File: src/rtl/fls_pkg.sv
// ----------------------------------------------------------------------------
// fls_pkg
// Shared types, constants and helpers of the fuzzy line-follow steering block.
// ----------------------------------------------------------------------------
package fls_pkg;

    localparam int SAMPLE_W  = 16;
    localparam int NUM_LANES = 4;
    localparam int RPM_W     = 8;
    localparam int CFG_W     = 16;
    localparam int CFG_IDX_W = 2;
    localparam int FRAC_W    = SAMPLE_W + 1;
    localparam int PROD_W    = 2 * FRAC_W;

    localparam int TURN_COUNT_MAX_DEF = 255;

    localparam logic [CFG_IDX_W-1:0] REG_BLACK_FULL_BELOW = 2'd0;
    localparam logic [CFG_IDX_W-1:0] REG_BLACK_GONE_ABOVE = 2'd1;
    localparam logic [CFG_IDX_W-1:0] REG_WHITE_RISE_START = 2'd2;
    localparam logic [CFG_IDX_W-1:0] REG_WHITE_FULL_ABOVE = 2'd3;

    localparam logic [CFG_W-1:0] BLACK_FULL_BELOW_RST = 16'd4096;
    localparam logic [CFG_W-1:0] BLACK_GONE_ABOVE_RST = 16'd6144;
    localparam logic [CFG_W-1:0] WHITE_RISE_START_RST = 16'd10240;
    localparam logic [CFG_W-1:0] WHITE_FULL_ABOVE_RST = 16'd24576;

    typedef enum logic [1:0] {
        CLS_BLACK = 2'd0,
        CLS_GREY  = 2'd1,
        CLS_WHITE = 2'd2
    } cls_t;

    typedef struct packed {
        logic [SAMPLE_W-1:0] bs;
        logic [SAMPLE_W-1:0] bo;
        logic [SAMPLE_W-1:0] ws;
        logic [SAMPLE_W-1:0] wo;
        logic [SAMPLE_W-1:0] gm;
    } thr_t;

    typedef struct packed {
        logic signed [FRAC_W-1:0] n;
        logic signed [FRAC_W-1:0] d;
    } frac_t;

    typedef struct packed {
        logic ld_frac;
        logic ld_prod;
        logic ld_cls;
    } lane_ctl_t;

    // Fraction with positive denominator; zero denominator reads as 0.
    function automatic frac_t mk_frac(input logic signed [FRAC_W-1:0] n,
                                      input logic signed [FRAC_W-1:0] d);
        frac_t f;
        if (d == '0) begin
            f.n = '0;
            f.d = FRAC_W'(1);
        end else if (d < 0) begin
            f.n = -n;
            f.d = -d;
        end else begin
            f.n = n;
            f.d = d;
        end
        return f;
    endfunction

    // (25 - 10/n) * 3 for a soft-turn count n >= 2; sat marks n >= 11.
    function automatic logic signed [RPM_W-1:0] soft_rpm(input logic [3:0] n,
                                                         input logic       sat);
        logic signed [RPM_W-1:0] v;
        if (sat) begin
            v = 8'sd75;
        end else begin
            case (n)
                4'd2:    v = 8'sd60;
                4'd3:    v = 8'sd66;
                4'd4:    v = 8'sd69;
                4'd5:    v = 8'sd69;
                4'd6:    v = 8'sd72;
                4'd7:    v = 8'sd72;
                4'd8:    v = 8'sd72;
                4'd9:    v = 8'sd72;
                4'd10:   v = 8'sd72;
                default: v = 8'sd75;
            endcase
        end
        return v;
    endfunction

endpackage

File: src/rtl/fls_merge.sv
// ----------------------------------------------------------------------------
// fls_merge
// Rule table over the four lane classes, soft-turn counters, held command.
// ----------------------------------------------------------------------------
module fls_merge #(
    parameter int TURN_COUNT_MAX = fls_pkg::TURN_COUNT_MAX_DEF
) (
    input  logic                                aclk,
    input  logic                                aresetn,
    input  logic                                fire,
    input  fls_pkg::cls_t                       wl,
    input  fls_pkg::cls_t                       fl,
    input  fls_pkg::cls_t                       fr,
    input  fls_pkg::cls_t                       wr,
    output logic signed [fls_pkg::RPM_W-1:0]    left_rpm,
    output logic signed [fls_pkg::RPM_W-1:0]    right_rpm
);
    import fls_pkg::*;

    localparam int CNT_W = $clog2(TURN_COUNT_MAX + 1);
    localparam logic [CNT_W-1:0] CNT_MAX = CNT_W'(TURN_COUNT_MAX);
    localparam logic [CNT_W-1:0] CNT_ONE = CNT_W'(1);
    localparam logic [CNT_W-1:0] CNT_TWO = CNT_W'(2);
    localparam logic [CNT_W-1:0] CNT_SAT = CNT_W'(11);

    logic [CNT_W-1:0] slc_reg, slc_next, src_reg, src_next;
    logic signed [RPM_W-1:0] held_l_reg, held_r_reg, l, r;

    function automatic logic [CNT_W-1:0] inc_sat(input logic [CNT_W-1:0] c);
        return (c >= CNT_MAX) ? CNT_MAX : c + CNT_ONE;
    endfunction

    always_comb begin
        l        = held_l_reg;
        r        = held_r_reg;
        slc_next = slc_reg;
        src_next = src_reg;
        if (wl == fl && fl == fr && fr == wr) begin
            l = 8'sd0;   r = 8'sd0;
        end else if (fl == CLS_BLACK && fr == CLS_BLACK) begin
            l = 8'sd26;  r = 8'sd26;
        end else if (fl == CLS_BLACK || fr == CLS_BLACK) begin
            if (fl == CLS_GREY) begin
                if (slc_reg >= CNT_TWO) begin
                    l = 8'sd75;
                    r = soft_rpm(slc_reg[3:0], slc_reg >= CNT_SAT);
                end else begin
                    l = 8'sd25;  r = 8'sd15;
                end
                src_next = inc_sat(src_reg);
            end else if (fl == CLS_WHITE) begin
                l = 8'sd25;  r = 8'sd10;
                src_next = CNT_ONE;
            end else if (fr == CLS_GREY) begin
                if (src_reg >= CNT_TWO) begin
                    l = soft_rpm(src_reg[3:0], src_reg >= CNT_SAT);
                    r = 8'sd75;
                end else begin
                    l = 8'sd15;  r = 8'sd25;
                end
                slc_next = inc_sat(slc_reg);
            end else begin
                l = 8'sd10;  r = 8'sd25;
                slc_next = CNT_ONE;
            end
        end else if (wl == CLS_BLACK && wr == CLS_BLACK) begin
            l = 8'sd0;   r = 8'sd0;
        end else if (wl == CLS_BLACK) begin
            l = -8'sd10; r = 8'sd10;
        end else if (wr == CLS_BLACK) begin
            l = 8'sd10;  r = -8'sd10;
        end else if (fl == CLS_GREY && fr == CLS_GREY) begin
            if (wl == CLS_GREY) begin
                l = -8'sd10; r = 8'sd10;
            end else if (wr == CLS_GREY) begin
                l = 8'sd10;  r = -8'sd10;
            end
        end else if (fl == CLS_GREY) begin
            l = -8'sd10; r = 8'sd10;
        end else if (fr == CLS_GREY) begin
            l = 8'sd10;  r = -8'sd10;
        end else if (wl == CLS_GREY && wr == CLS_GREY) begin
            l = 8'sd0;   r = 8'sd0;
        end else if (wl == CLS_GREY) begin
            l = -8'sd10; r = 8'sd10;
        end else if (wr == CLS_GREY) begin
            l = 8'sd10;  r = -8'sd10;
        end else begin
            l = 8'sd0;   r = 8'sd0;
        end
    end

    always_ff @(posedge aclk) begin
        if (!aresetn) begin
            slc_reg    <= '0;
            src_reg    <= '0;
            held_l_reg <= '0;
            held_r_reg <= '0;
        end else if (fire) begin
            slc_reg    <= slc_next;
            src_reg    <= src_next;
            held_l_reg <= l;
            held_r_reg <= r;
        end
    end

    assign left_rpm  = l;
    assign right_rpm = r;

endmodule

File: config.mk
export PLATFORM = sky130hd
export DESIGN_NAME = fls_merge
export DESIGN_NICKNAME = d
export VERILOG_FILES = /design/src/rtl/fls_pkg.sv /design/src/rtl/fls_merge.sv
export SDC_FILE = /design/constraint.sdc
export NUM_CORES = 1
export LEC_CHECK = 0
export ABC_AREA = 1
export BUFFER_PORTS_ARGS = -buffer_cell sky130_fd_sc_hd__buf_2
export CORE_ASPECT_RATIO = 1.5
export CORE_MARGIN = 3
export CORE_UTILIZATION = 55
export DETAILED_ROUTE_END_ITERATION = 10
export GPL_ROUTABILITY_DRIVEN = 0
export HOLD_SLACK_MARGIN = 0.03
export PLACE_DENSITY = 0.74
export SLEW_MARGIN = 20
export SYNTH_ARGS = -nofsm -noshare
export SYNTH_HDL_FRONTEND = slang
export SYNTH_SLANG_ARGS = --single-unit
File: constraint.sdc
create_clock -name aclk -period 3.3 [get_ports aclk]
set_clock_uncertainty 0.15 [all_clocks]
set_input_delay 0.825 -clock aclk [delete_from_list [all_inputs] [get_ports aclk]]
set_output_delay 0.825 -clock aclk [all_outputs]
set_load 0.05 [all_outputs]
==> results of run 1 <==
## final timing paths
| check | slack, ns | cells after the start | start | endpoint |
|---|---|---|---|---|
| setup reg to reg | 1.14 | 12 | slc_reg[1]$_SDFFE_PN0N_ | register |
| setup / recovery | 0.09 | 11 | fl[1] | left_rpm[3] |
| hold reg to reg | 0.35 | 2 | src_reg[4]$_SDFFE_PN0N_ | src_reg[4]$_SDFFE_PN0N_ |
| hold / removal | 0.35 | 2 | src_reg[4]$_SDFFE_PN0N_ | src_reg[4]$_SDFFE_PN0N_ |
## cells in the final DEF, fill, tap and decap left out, types with 2 or more instances in the layout
master                       count
sky130_fd_sc_hd__nor2_2          9
sky130_fd_sc_hd__nand3_1        35
sky130_fd_sc_hd__nand3b_1        2
sky130_fd_sc_hd__inv_1          64
sky130_fd_sc_hd__nor2_8          2
sky130_fd_sc_hd__o21ai_1         5
sky130_fd_sc_hd__clkbuf_4        2
sky130_fd_sc_hd__buf_6          12
sky130_fd_sc_hd__nor3_1          4
sky130_fd_sc_hd__buf_2          11
sky130_fd_sc_hd__nand3_4         5
sky130_fd_sc_hd__buf_4          36
sky130_fd_sc_hd__ha_1            5
sky130_fd_sc_hd__nor2_4          4
sky130_fd_sc_hd__clkinvlp_4      2
sky130_fd_sc_hd__o21ai_2         3
sky130_fd_sc_hd__clkinv_1        2
sky130_fd_sc_hd__dfxtp_1        44
sky130_fd_sc_hd__inv_2           9
sky130_fd_sc_hd__a21oi_1        34
sky130_fd_sc_hd__xor2_1          2
sky130_fd_sc_hd__a21oi_2         4
sky130_fd_sc_hd__nand2_4         5
sky130_fd_sc_hd__nand2_2        14
sky130_fd_sc_hd__nand3_2         5
sky130_fd_sc_hd__clkbuf_8        6
sky130_fd_sc_hd__nand2_1       136
sky130_fd_sc_hd__ha_2            2
sky130_fd_sc_hd__o21ai_0        34
sky130_fd_sc_hd__nor2_1         43
sky130_fd_sc_hd__nand4_1         4
sky130_fd_sc_hd__ha_4            2
## per-layer routing
layer / GRT usage, % / share of wire, % / vias to the layer above
met1: 25.6 / 38 / 1536
li1: - / - / 1701
met4: 12.7 / 4.3 / 0
met5: 0 / 0 / -
met3: 4.10 / 4.0 / 35
met2: 49.5 / 54 / 111
## logic make-up (layout without fill, tap and decap cells)
logic type	Yosys count	count (layout)	share of synthesized area, %
and+or+nand+nor	273	273	42.0
xor gates and xnor gates	2	2	0.552
buffers and inverters	88	146	11.7
AOI/OAI and AO/OA	85	85	14.5
DFF	44	44	27.8
adders and majority gates	9	9	3.55
## power by group through the flow
| stage | sequential (uW) | clock, uW | combinational (uW) |
|---|---|---|---|
| finish | 565 | 358 | 430 |
| global route | 567 | 386 | 464 |
| CTS | 565 | 365 | 380 |
| detailed placement | 577 | 0 | 377 |
| global placement | 576 | 0 | 371 |
| floorplan | 573 | 0 | 276 |
## final cells by class
cell class / count / share of cell area (%)
sequential: 44 / 22.8
timing repair buffer: 61 / 12.3
tap: 70 / 2.27
inverter: 77 / 7.65
clock buffer: 7 / 2.24
clock inverter: 1 / 0.195
multi-input combinational: 369 / 52.5
## worst max-delay path: stages
cell	delay [ns]
sky130_fd_sc_hd__buf_2	0.10
sky130_fd_sc_hd__inv_2	0.05
sky130_fd_sc_hd__ha_4	0.16
sky130_fd_sc_hd__buf_4	0.15
sky130_fd_sc_hd__nor2_2	0.20
sky130_fd_sc_hd__inv_1	0.11
sky130_fd_sc_hd__nor3_4	0.20
sky130_fd_sc_hd__nand3_1	0.10
sky130_fd_sc_hd__nand3_1	0.09
sky130_fd_sc_hd__nand2_1	0.09
sky130_fd_sc_hd__buf_6	0.16
## per-stage QoR
stage	instances	cell area, um2	setup slack, ns
2_1_floorplan	501	3190	0.0499
3_3_place_gp	617	3550	-0.00932
3_5_place_dp	617	3550	-0.0537
4_1_cts	625	3660	0.00167
5_1_grt	629	3860	-0.0841
6_report	629	3860	0.0898
## repair_timing
action,CTS,global route
buffers inserted,0,4
pin swaps,0,15
resized for setup,3,65
setup endpoints to repair,3,15
==> flow_summary_export.csv, run 1 <==
group,metric,value,unit
run_status,status,"complete, no violations",
cts,tritoncts,"built",
sta,timing_worst_slew_pin_value,0.576,ns
synthesis,yosys.area.top_type_share,27.8,%
power_and_ir_drop,p_switching,480,uW
synthesis,synthArstFlopShare,0,%
sta,fmax,312,MHz
floorplanning,placement_rows,33,
global_route,grt_start_max_net_pins,31,
cts,cts-root-buf,"sky130_fd_sc_hd__clkbuf_8",
cts,cts_made_buffers,5,
global_route,grt_pass1_wl,13.6,mm
cells_and_area,utilization,69.7,%
worst_setup_path,cp.required,2.32,ns
detailed_routing,first_iter_violations,184,
detailed_routing,drt-vias-per-instance,5.38,
synthesis,netlist_instances,501,
synthesis,synth_area,3170,um2
power_and_ir_drop,power_per_cell_area,351,nW/um2
floorplanning,design.die.area,6740,um2
global_route,grt_antenna_before_repair,0,
detailed_routing,route.final.wire_length,8.40,mm
detailed_routing,ant_nets,0,
synthesis,synthTopCellsByArea,"sky130_fd_sc_hd__dfxtp_1, sky130_fd_sc_hd__nand2_1, sky130_fd_sc_hd__inv_1",
sta,headroom_to_the_max_slew_limit,61.6,%
cells_and_area,antenna_cells,0,
power_and_ir_drop,power_after_layout,1350,uW
sta,final.period_utilization,97.3,%
synthesis,synth_seq_cells,44,
power_and_ir_drop,share_clk_of_total_power,26.5,%
floorplanning,floorplan.die.height,99.0,um
worst_setup_path,cp-start-kind,"input pin",
floorplanning,fp.dieW,68.0,um
global_route,first_global_vias,3270,
detailed_routing,avgRoutedWirePerCell,13.4,um
power_and_ir_drop,combPwrFrac,31.8,%
floorplanning,ioPinCount,27,
detailed_routing,dr_vias,3383,
worst_setup_path,worstSetupEndpointType,"output pin",
sta,final.hold.worst_slack,0.351,ns
cts,cts_num_sinks,44,
power_and_ir_drop,sequentialPowerShare,41.8,%
cts,cts_hold_buffers,0,
cells_and_area,share_of_cells_above_drive_strength_1,24.9,%
synthesis,postSynthNetCount,521,
cells_and_area,sequential_cell_area,881,um2
sta,max_slew_violation_count,0,
synthesis,postSynth.topFlopCell,"sky130_fd_sc_hd__dfxtp_1",
power_and_ir_drop,cell_internal_pwr,873,uW
synthesis,syn-mean-instance-area,6.33,um2
floorplanning,floorplan.initialDensity,57.3,%
cts,cts-root-to-sink-buffers,2,
worst_setup_path,worst-endpoint-arrival,2.24,ns
cts,path_clk_slew,0.08,ns
cts,htreeDepth,2,
power_and_ir_drop,maximum_vdd_drop,0.253,mV
sta,fin_crit,3.21,ns
power_and_ir_drop,p_leak,0.00195,uW
cells_and_area,area_growth_syn_to_layout,21.6,%
power_and_ir_drop,swShare,35.5,%
min_path,hold_class,"register to register",
cells_and_area,nNetsFinal,578,
job,timing.max_cap.violations,0,
synthesis,post_synth_most_frequent_cells,"sky130_fd_sc_hd__nand2_1, sky130_fd_sc_hd__inv_1, sky130_fd_sc_hd__nor2_1",
worst_setup_path,crit_fanout,4,
detailed_routing,drt_pre_antenna_iters,7,
synthesis,post-synth-top-count-cell,"sky130_fd_sc_hd__nand2_1",
synthesis,post_synthesis_cell_type_count,38,
floorplanning,design.core.area,5530,um2
place,place.port_buffers,26,
worst_setup_path,path_class,"input pin to output pin",
synthesis,synth-edff-count,0,
sta,tns,0,ns
cells_and_area,multiInputGateArea,2030,um2
detailed_routing,drcViolationCount,0,
synthesis,yosys_warnings,0,
cells_and_area,fill_cells,468,
global_route,groute.usage.overall,26.0,%
synthesis,synth_largest_area_cell,"sky130_fd_sc_hd__dfxtp_1",
global_route,gr-total-overflow,0,
synthesis,seq_area_frac_synth,27.8,%
sta,timing.final.setup_violations,0,
sta,final_hold_viol_count,0,
place,dp_hpwl,6.53,mm
cts,clock_insertion_delay_worst_skew,0.30,ns
Power figures use the tool's default switching activity.
==> run 2, diff against run 1 <==
ABC_CLOCK_PERIOD_IN_PS = 3300   (was unset)
CORE_UTILIZATION = 50   (was 55)
PLACE_DENSITY = 0.69   (was 0.74)
==> run 2 against run 1 <==
Against the previous run: non-clock buffer count decreased by 4; highest routed layer unchanged; final area down 0.65%; count of clock-buffer cells in the layout shrank 2; clock power increased by 22%; global-route usage down 3.1 points.
==> flow_summary_export.csv, run 2 (synthesis gave the netlist of run 1 again) <==
group,metric,value,unit
place,dp_hpwl,6.65,mm
detailed_routing,first_iter_violations,142,
floorplanning,placement_rows,34,
cts,cts_setup_buffers,0,
power_and_ir_drop,p_leak,0.00194,uW
detailed_routing,route.final.wire_length,8.18,mm
sta,final_hold_viol_count,0,
sta,final.period_utilization,96.8,%
detailed_routing,drcViolationCount,0,
power_and_ir_drop,power_per_cell_area,370,nW/um2
worst_setup_path,path_class,"input pin to output pin",
detailed_routing,avgRoutedWirePerCell,13.0,um
detailed_routing,dr_vias,3302,
detailed_routing,drt-vias-per-instance,5.27,
run_status,status,"complete, no violations",
cells_and_area,area_growth_syn_to_layout,20.8,%
detailed_routing,drt_pre_antenna_iters,4,
place,dp_worst_setup_slack,-0.0511,ns
floorplanning,design.die.area,7360,um2
cts,cts_num_sinks,44,
sta,timing.final.setup_violations,0,
cells_and_area,share_of_cells_above_drive_strength_1,24.0,%
worst_setup_path,worstSetupEndpointType,"output pin",
worst_setup_path,cp.required,2.32,ns
detailed_routing,ant_nets,0,
global_route,gr-total-overflow,0,
floorplanning,ioPinCount,27,
power_and_ir_drop,power_after_layout,1420,uW
sta,post-route-worst-setup-slack,0.107,ns
sta,max_slew_violation_count,0,
sta,fmax,313,MHz
global_route,groute.usage.overall,22.9,%
cells_and_area,antenna_cells,0,
cells_and_area,post_route_non_filler_standard_cell_count,627,
place,place.detailed.instances,619,
min_path,hold_class,"register to register",
job,timing.max_cap.violations,0,
global_route,first_global_vias,3189,
cts,tritoncts,"built",
sta,tns,0,ns
cts,path_clk_slew,0.09,ns
sta,fin_crit,3.19,ns
sta,timing_worst_slew_pin_value,0.566,ns
global_route,grt_start_max_net_pins,28,
worst_setup_path,crit_fanout,4,
worst_setup_path,worst-endpoint-arrival,2.22,ns
global_route,grt_pass1_wl,13.8,mm
sta,headroom_to_the_max_slew_limit,62.3,%
sta,grt_setup_unrepaired,"true",
cells_and_area,nNetsFinal,574,
cells_and_area,fill_cells,587,
place,place.port_buffers,26,
floorplanning,fp.dieW,71.0,um
worst_setup_path,cp-start-kind,"input pin",
cells_and_area,most-common-layout-cells,"sky130_fd_sc_hd__nand2_1, sky130_fd_sc_hd__inv_1, sky130_fd_sc_hd__nor2_1, sky130_fd_sc_hd__dfxtp_1, sky130_fd_sc_hd__nand3_1",
cts,cts_hold_buffers,0,
floorplanning,floorplan.initialDensity,53.3,%
cells_and_area,leading_cell_type_in_the_layout_fill_and_taps_excluded,"sky130_fd_sc_hd__nand2_1",
cts,cts_made_buffers,5,
floorplanning,floorplan.die.height,104,um
cts,cts-root-to-sink-buffers,2,
floorplanning,design.core.area,5960,um2
cts,clock_insertion_delay_worst_skew,0.30,ns
power_and_ir_drop,maximum_vdd_drop,0.198,mV
cts,cts-root-buf,"sky130_fd_sc_hd__clkbuf_8",
global_route,grt_antenna_before_repair,0,
cts,htreeDepth,2,
==> run 2: cell count changes in the layout (fill, tap and decap cells not counted), moves of 2 or more <==
cell,previous run,this run
sky130_fd_sc_hd__buf_6,12,10
sky130_fd_sc_hd__nor2_2,9,7
sky130_fd_sc_hd__o21ai_2,3,6
sky130_fd_sc_hd__ha_1,5,7
sky130_fd_sc_hd__buf_4,36,33
sky130_fd_sc_hd__inv_1,64,67
sky130_fd_sc_hd__inv_2,9,7
sky130_fd_sc_hd__o21ai_0,34,32
==> run 2: cell type report <==
cell class | instances | area [um2] | share of cell area, %
Multi-Input combinational cell | 369 | 2020 | 52.7
Sequential cell | 44 | 882 | 23.0
Timing Repair Buffer | 57 | 435 | 11.4
Inverter | 77 | 292 | 7.60
Tap cell | 72 | 90.1 | 2.35
Clock buffer | 5 | 68.8 | 1.80
Clock inverter | 3 | 46.3 | 1.21
==> run 2: per-layer routing <==
metal | part of all wire (%) | routed length, um | vias up | track usage [%]
met5 | 0 | 0 | - | 0
met4 | 2.7 | 223 | 0 | 10.2
met2 | 57 | 4630 | 66 | 44.8
met3 | 3.7 | 306 | 18 | 3.59
met1 | 37 | 3020 | 1525 | 22.6
li1 | - | - | 1693 | -
==> run 2: worst paths after layout <==
path / startpoint / to / slack [ns] / cells past startpoint
worst max-delay path: wr[1] / left_rpm[7] / 0.11 / 10
worst min-delay path: src_reg[7]$_SDFFE_PN0N_ / src_reg[7]$_SDFFE_PN0N_ / 0.35 / 2
worst max register to register: slc_reg[1]$_SDFFE_PN0N_ / register / 1.13 / 12
worst min register to register: src_reg[7]$_SDFFE_PN0N_ / src_reg[7]$_SDFFE_PN0N_ / 0.35 / 2
==> run 2: power breakdown <==
part	total (uW)	leakage (uW)	switching (uW)	internal [uW]
clock network	437	0.0000548	209	228
logic	418	0.00152	274	144
registers	565	0.000360	12.2	553
total	1420	0.00194	495	925
==> run 2: worst max-delay path, stage by stage <==
cell                      delay [ns]
sky130_fd_sc_hd__buf_4          0.10
sky130_fd_sc_hd__inv_1          0.04
sky130_fd_sc_hd__nand2_2        0.06
sky130_fd_sc_hd__buf_4          0.13
sky130_fd_sc_hd__ha_4           0.13
sky130_fd_sc_hd__nor2_1         0.04
sky130_fd_sc_hd__o21ai_2        0.24
sky130_fd_sc_hd__a21oi_1        0.14
sky130_fd_sc_hd__nor4_4         0.19
sky130_fd_sc_hd__buf_2          0.31
==> run 2: timing repair <==
item                       in CTS  in global routing
gates resized for setup         3                 60
hold endpoints to repair        0                  0
setup endpoints to repair       3                 15
pin swaps                       0                 13
==> run 2: through the flow <==
| stage | utilization, % | hold slack, ns | cell area [um2] |
|---|---|---|---|
| floorplan | - | 0.320 | 3190 |
| global placement | 59.7 | 0.335 | 3560 |
| detailed placement | 59.7 | 0.340 | 3560 |
| CTS | 61.7 | 0.355 | 3680 |
| global route | 64.4 | 0.388 | 3830 |
| finish | 64.4 | 0.354 | 3830 |
==> run 3, diff against run 2 <==
ABC_CLOCK_PERIOD_IN_PS = 2600   (was 3300)
PLACE_DENSITY = 0.71   (was 0.69)
RECOVER_POWER = 25   (was unset)
clock period = 2.6 ns   (was 3.3 ns; I/O delays follow)
==> run 3 against run 2 <==
Against the previous run: the run now ends with negative setup slack left; clock power rose by 25%; count of clock-buffer cells in the layout up 1; via count rose by 24%; worst hold slack worse by 0.0098 ns; wire length up 65%; sequential share of layout area down 5.2 points; sequential power up 27%; cell count increased by 11%; critical path depth is 1 higher; final area grew 31%; core utilization is 20 points higher; worst setup slack got worse by 0.49 ns; largest cell class unchanged; largest power group is now combinational logic.
==> flow_summary_export.csv, run 3 (synthesis gave the netlist of run 1 again) <==
group,metric,value,unit
run_status,status,"finished with violations",
run_status,violations_in_the_final_reports,"negative setup slack",
floorplanning,design.core.area,5960,um2
power_and_ir_drop,combPwrFrac,40.2,%
cells_and_area,final_area,5020,um2
detailed_routing,dr_vias,4098,
worst_setup_path,critical-path-max-stage-delay,0.27,ns
cts,cts-root-buf,"sky130_fd_sc_hd__clkbuf_8",
power_and_ir_drop,power_per_cell_area,423,nW/um2
sta,max_slew_violation_count,0,
cells_and_area,leading_cell_type_in_the_layout_fill_and_taps_excluded,"sky130_fd_sc_hd__nand2_1",
sta,final.period_utilization,115,%
worst_setup_path,path_class,"input pin to output pin",
detailed_routing,drcViolationCount,0,
cells_and_area,most-common-layout-cells,"sky130_fd_sc_hd__nand2_1, sky130_fd_sc_hd__buf_4, sky130_fd_sc_hd__inv_1, sky130_fd_sc_hd__dfxtp_1",
power_and_ir_drop,sequentialPowerShare,34.0,%
cells_and_area,antenna_cells,0,
cts,cts_made_buffers,5,
power_and_ir_drop,p_switching,788,uW
sta,final.hold.worst_slack,0.344,ns
floorplanning,placement_rows,34,
sta,final_hold_viol_count,0,
floorplanning,floorplan.die.height,104,um
global_route,groute.usage.overall,28.9,%
global_route,first_global_vias,3712,
power_and_ir_drop,p_leak,0.00234,uW
worst_setup_path,worstSetupEndpointType,"output pin",
detailed_routing,avgRoutedWirePerCell,19.4,um
cts,tritoncts,"built",
worst_setup_path,cp-start-kind,"input pin",
worst_setup_path,worst-endpoint-arrival,2.18,ns
min_path,hold_class,"register to register",
power_and_ir_drop,share_clk_of_total_power,25.8,%
power_and_ir_drop,maximum_vdd_drop,0.458,mV
floorplanning,ioPinCount,27,
worst_setup_path,critPathTopFamily,"simple AND/OR/NAND/NOR gates",
detailed_routing,drt-vias-per-instance,5.90,
detailed_routing,ant_nets,0,
worst_setup_path,slowest_stage,"sky130_fd_sc_hd__ha_4",
cts,path_clk_slew,0.09,ns
power_and_ir_drop,cell_internal_pwr,1330,uW
place,post_dp_cell_area,4000,um2
global_route,gr-total-overflow,0,
worst_setup_path,cp.required,1.80,ns
cts,cts-root-to-sink-buffers,2,
sta,fin_crit,2.98,ns
sta,timing_worst_slew_pin_value,0.534,ns
sta,headroom_to_the_max_slew_limit,64.4,%
worst_setup_path,path_buf_inv,4,
sta,fmax,335,MHz
place,place.port_buffers,26,
global_route,grt_pass1_wl,17.2,mm
place,dp_hpwl,7.04,mm
power_and_ir_drop,swShare,37.2,%
cts,clock_insertion_delay_worst_skew,0.31,ns
floorplanning,design.die.area,7360,um2
worst_setup_path,crit_fanout,7,
detailed_routing,drt_pre_antenna_iters,7,
sta,post-route-worst-setup-slack,-0.384,ns
cts,htreeDepth,2,
cells_and_area,nNetsFinal,641,
sta,grt_setup_unrepaired,"true",
cells_and_area,share_of_cells_above_drive_strength_1,46.3,%
floorplanning,floorplan.initialDensity,53.3,%
global_route,grt_antenna_before_repair,0,
detailed_routing,first_iter_violations,350,
job,timing.max_cap.violations,0,
cts,cts_num_sinks,44,
worst_setup_path,ordered_list_of_cells_on_the_worst_path,"buf_8 -> inv_6 -> ha_4 -> nand2_8 -> nor2_1 -> nand3_1 -> nand2_1 -> nand2_1 -> o21bai_4 -> inv_2 -> buf_8",
global_route,grt_start_max_net_pins,31,
sta,timing.final.setup_violations,16,
cells_and_area,area_growth_syn_to_layout,58.2,%
floorplanning,fp.dieW,71.0,um
detailed_routing,route.final.wire_length,13.5,mm
==> run 3: cell types whose count changed in the layout (fill, tap and decap cells not counted), moves of 9 or more <==
cell and change:
sky130_fd_sc_hd__buf_2 -10, sky130_fd_sc_hd__buf_4 +45, sky130_fd_sc_hd__buf_6 +18, sky130_fd_sc_hd__buf_8 +14, sky130_fd_sc_hd__inv_1 -24, sky130_fd_sc_hd__inv_2 +9
sky130_fd_sc_hd__nand2_1 -25, sky130_fd_sc_hd__nand2_2 +19, sky130_fd_sc_hd__nor2_1 -10, sky130_fd_sc_hd__nor2_4 +9
==> run 3: area by class of cell <==
type	instances	area, um2
clock buffer	6	72.6
clock inverter	2	35.0
fill	335	936
inverter	77	369
multi-input combinational	370	2420
sequential	44	896
tap	72	90.1
timing repair buffer	123	1140
==> run 3: tightest hold or removal path: stages (launching register included) <==
cell and delay [ns]:
sky130_fd_sc_hd__dfxtp_2 0.34, sky130_fd_sc_hd__nand2_1 0.06, sky130_fd_sc_hd__a21oi_1 0.05
==> run 3: power groups by stage <==
| stage | registers [uW] | clock network (uW) | logic, uW |
|---|---|---|---|
| floorplan | 727 | 0 | 392 |
| global placement | 731 | 0 | 563 |
| detailed placement | 732 | 0 | 571 |
| CTS | 717 | 540 | 723 |
| global route | 722 | 570 | 884 |
| finish | 720 | 547 | 854 |
==> run 3: per-layer routing <==
layer	vias to the layer above	track usage, %	share of wire (%)
li1	1831	-	-
met1	1855	28.1	33
met2	288	54.7	50
met3	124	4.94	8.1
met4	0	17.1	9.1
met5	-	0	0
==> run 3: worst paths after layout <==
| path | from | end | slack [ns] | depth (start not counted) |
|---|---|---|---|---|
| min reg2reg | src_reg[4]$_SDFFE_PN0N_ | src_reg[4]$_SDFFE_PN0N_ | 0.34 | 2 |
| min | src_reg[4]$_SDFFE_PN0N_ | src_reg[4]$_SDFFE_PN0N_ | 0.34 | 2 |
| max | fl[1] | left_rpm[0] | -0.38 | 11 |
| max reg2reg | src_reg[4]$_SDFFE_PN0N_ | held_l_reg[5]$_SDFFE_PN0P_ | 0.41 | 12 |
==> run 3: repair_timing <==
item | in CTS | in global routing
endpoints found under the setup margin | 16 | 16
gates resized for setup | 141 | 62
pin swaps | 40 | 36
buffers inserted | 16 | 15
cloned | 1 | 0
hold buffers | 0 | 0
==> run 3: per-stage QoR <==
stage	instances	setup WS, ns	utilization (%)	total power [uW]	TNS [ns]
2_1_floorplan	501	-0.0713	-	1120	-0.172
3_3_place_gp	654	-0.357	67.1	1290	-4.26
3_5_place_dp	654	-0.359	67.1	1300	-4.66
4_1_cts	679	-0.178	78.8	1980	-1.39
5_1_grt	694	-0.395	84.3	2180	-4.57
6_report	694	-0.384	84.3	2120	-3.98
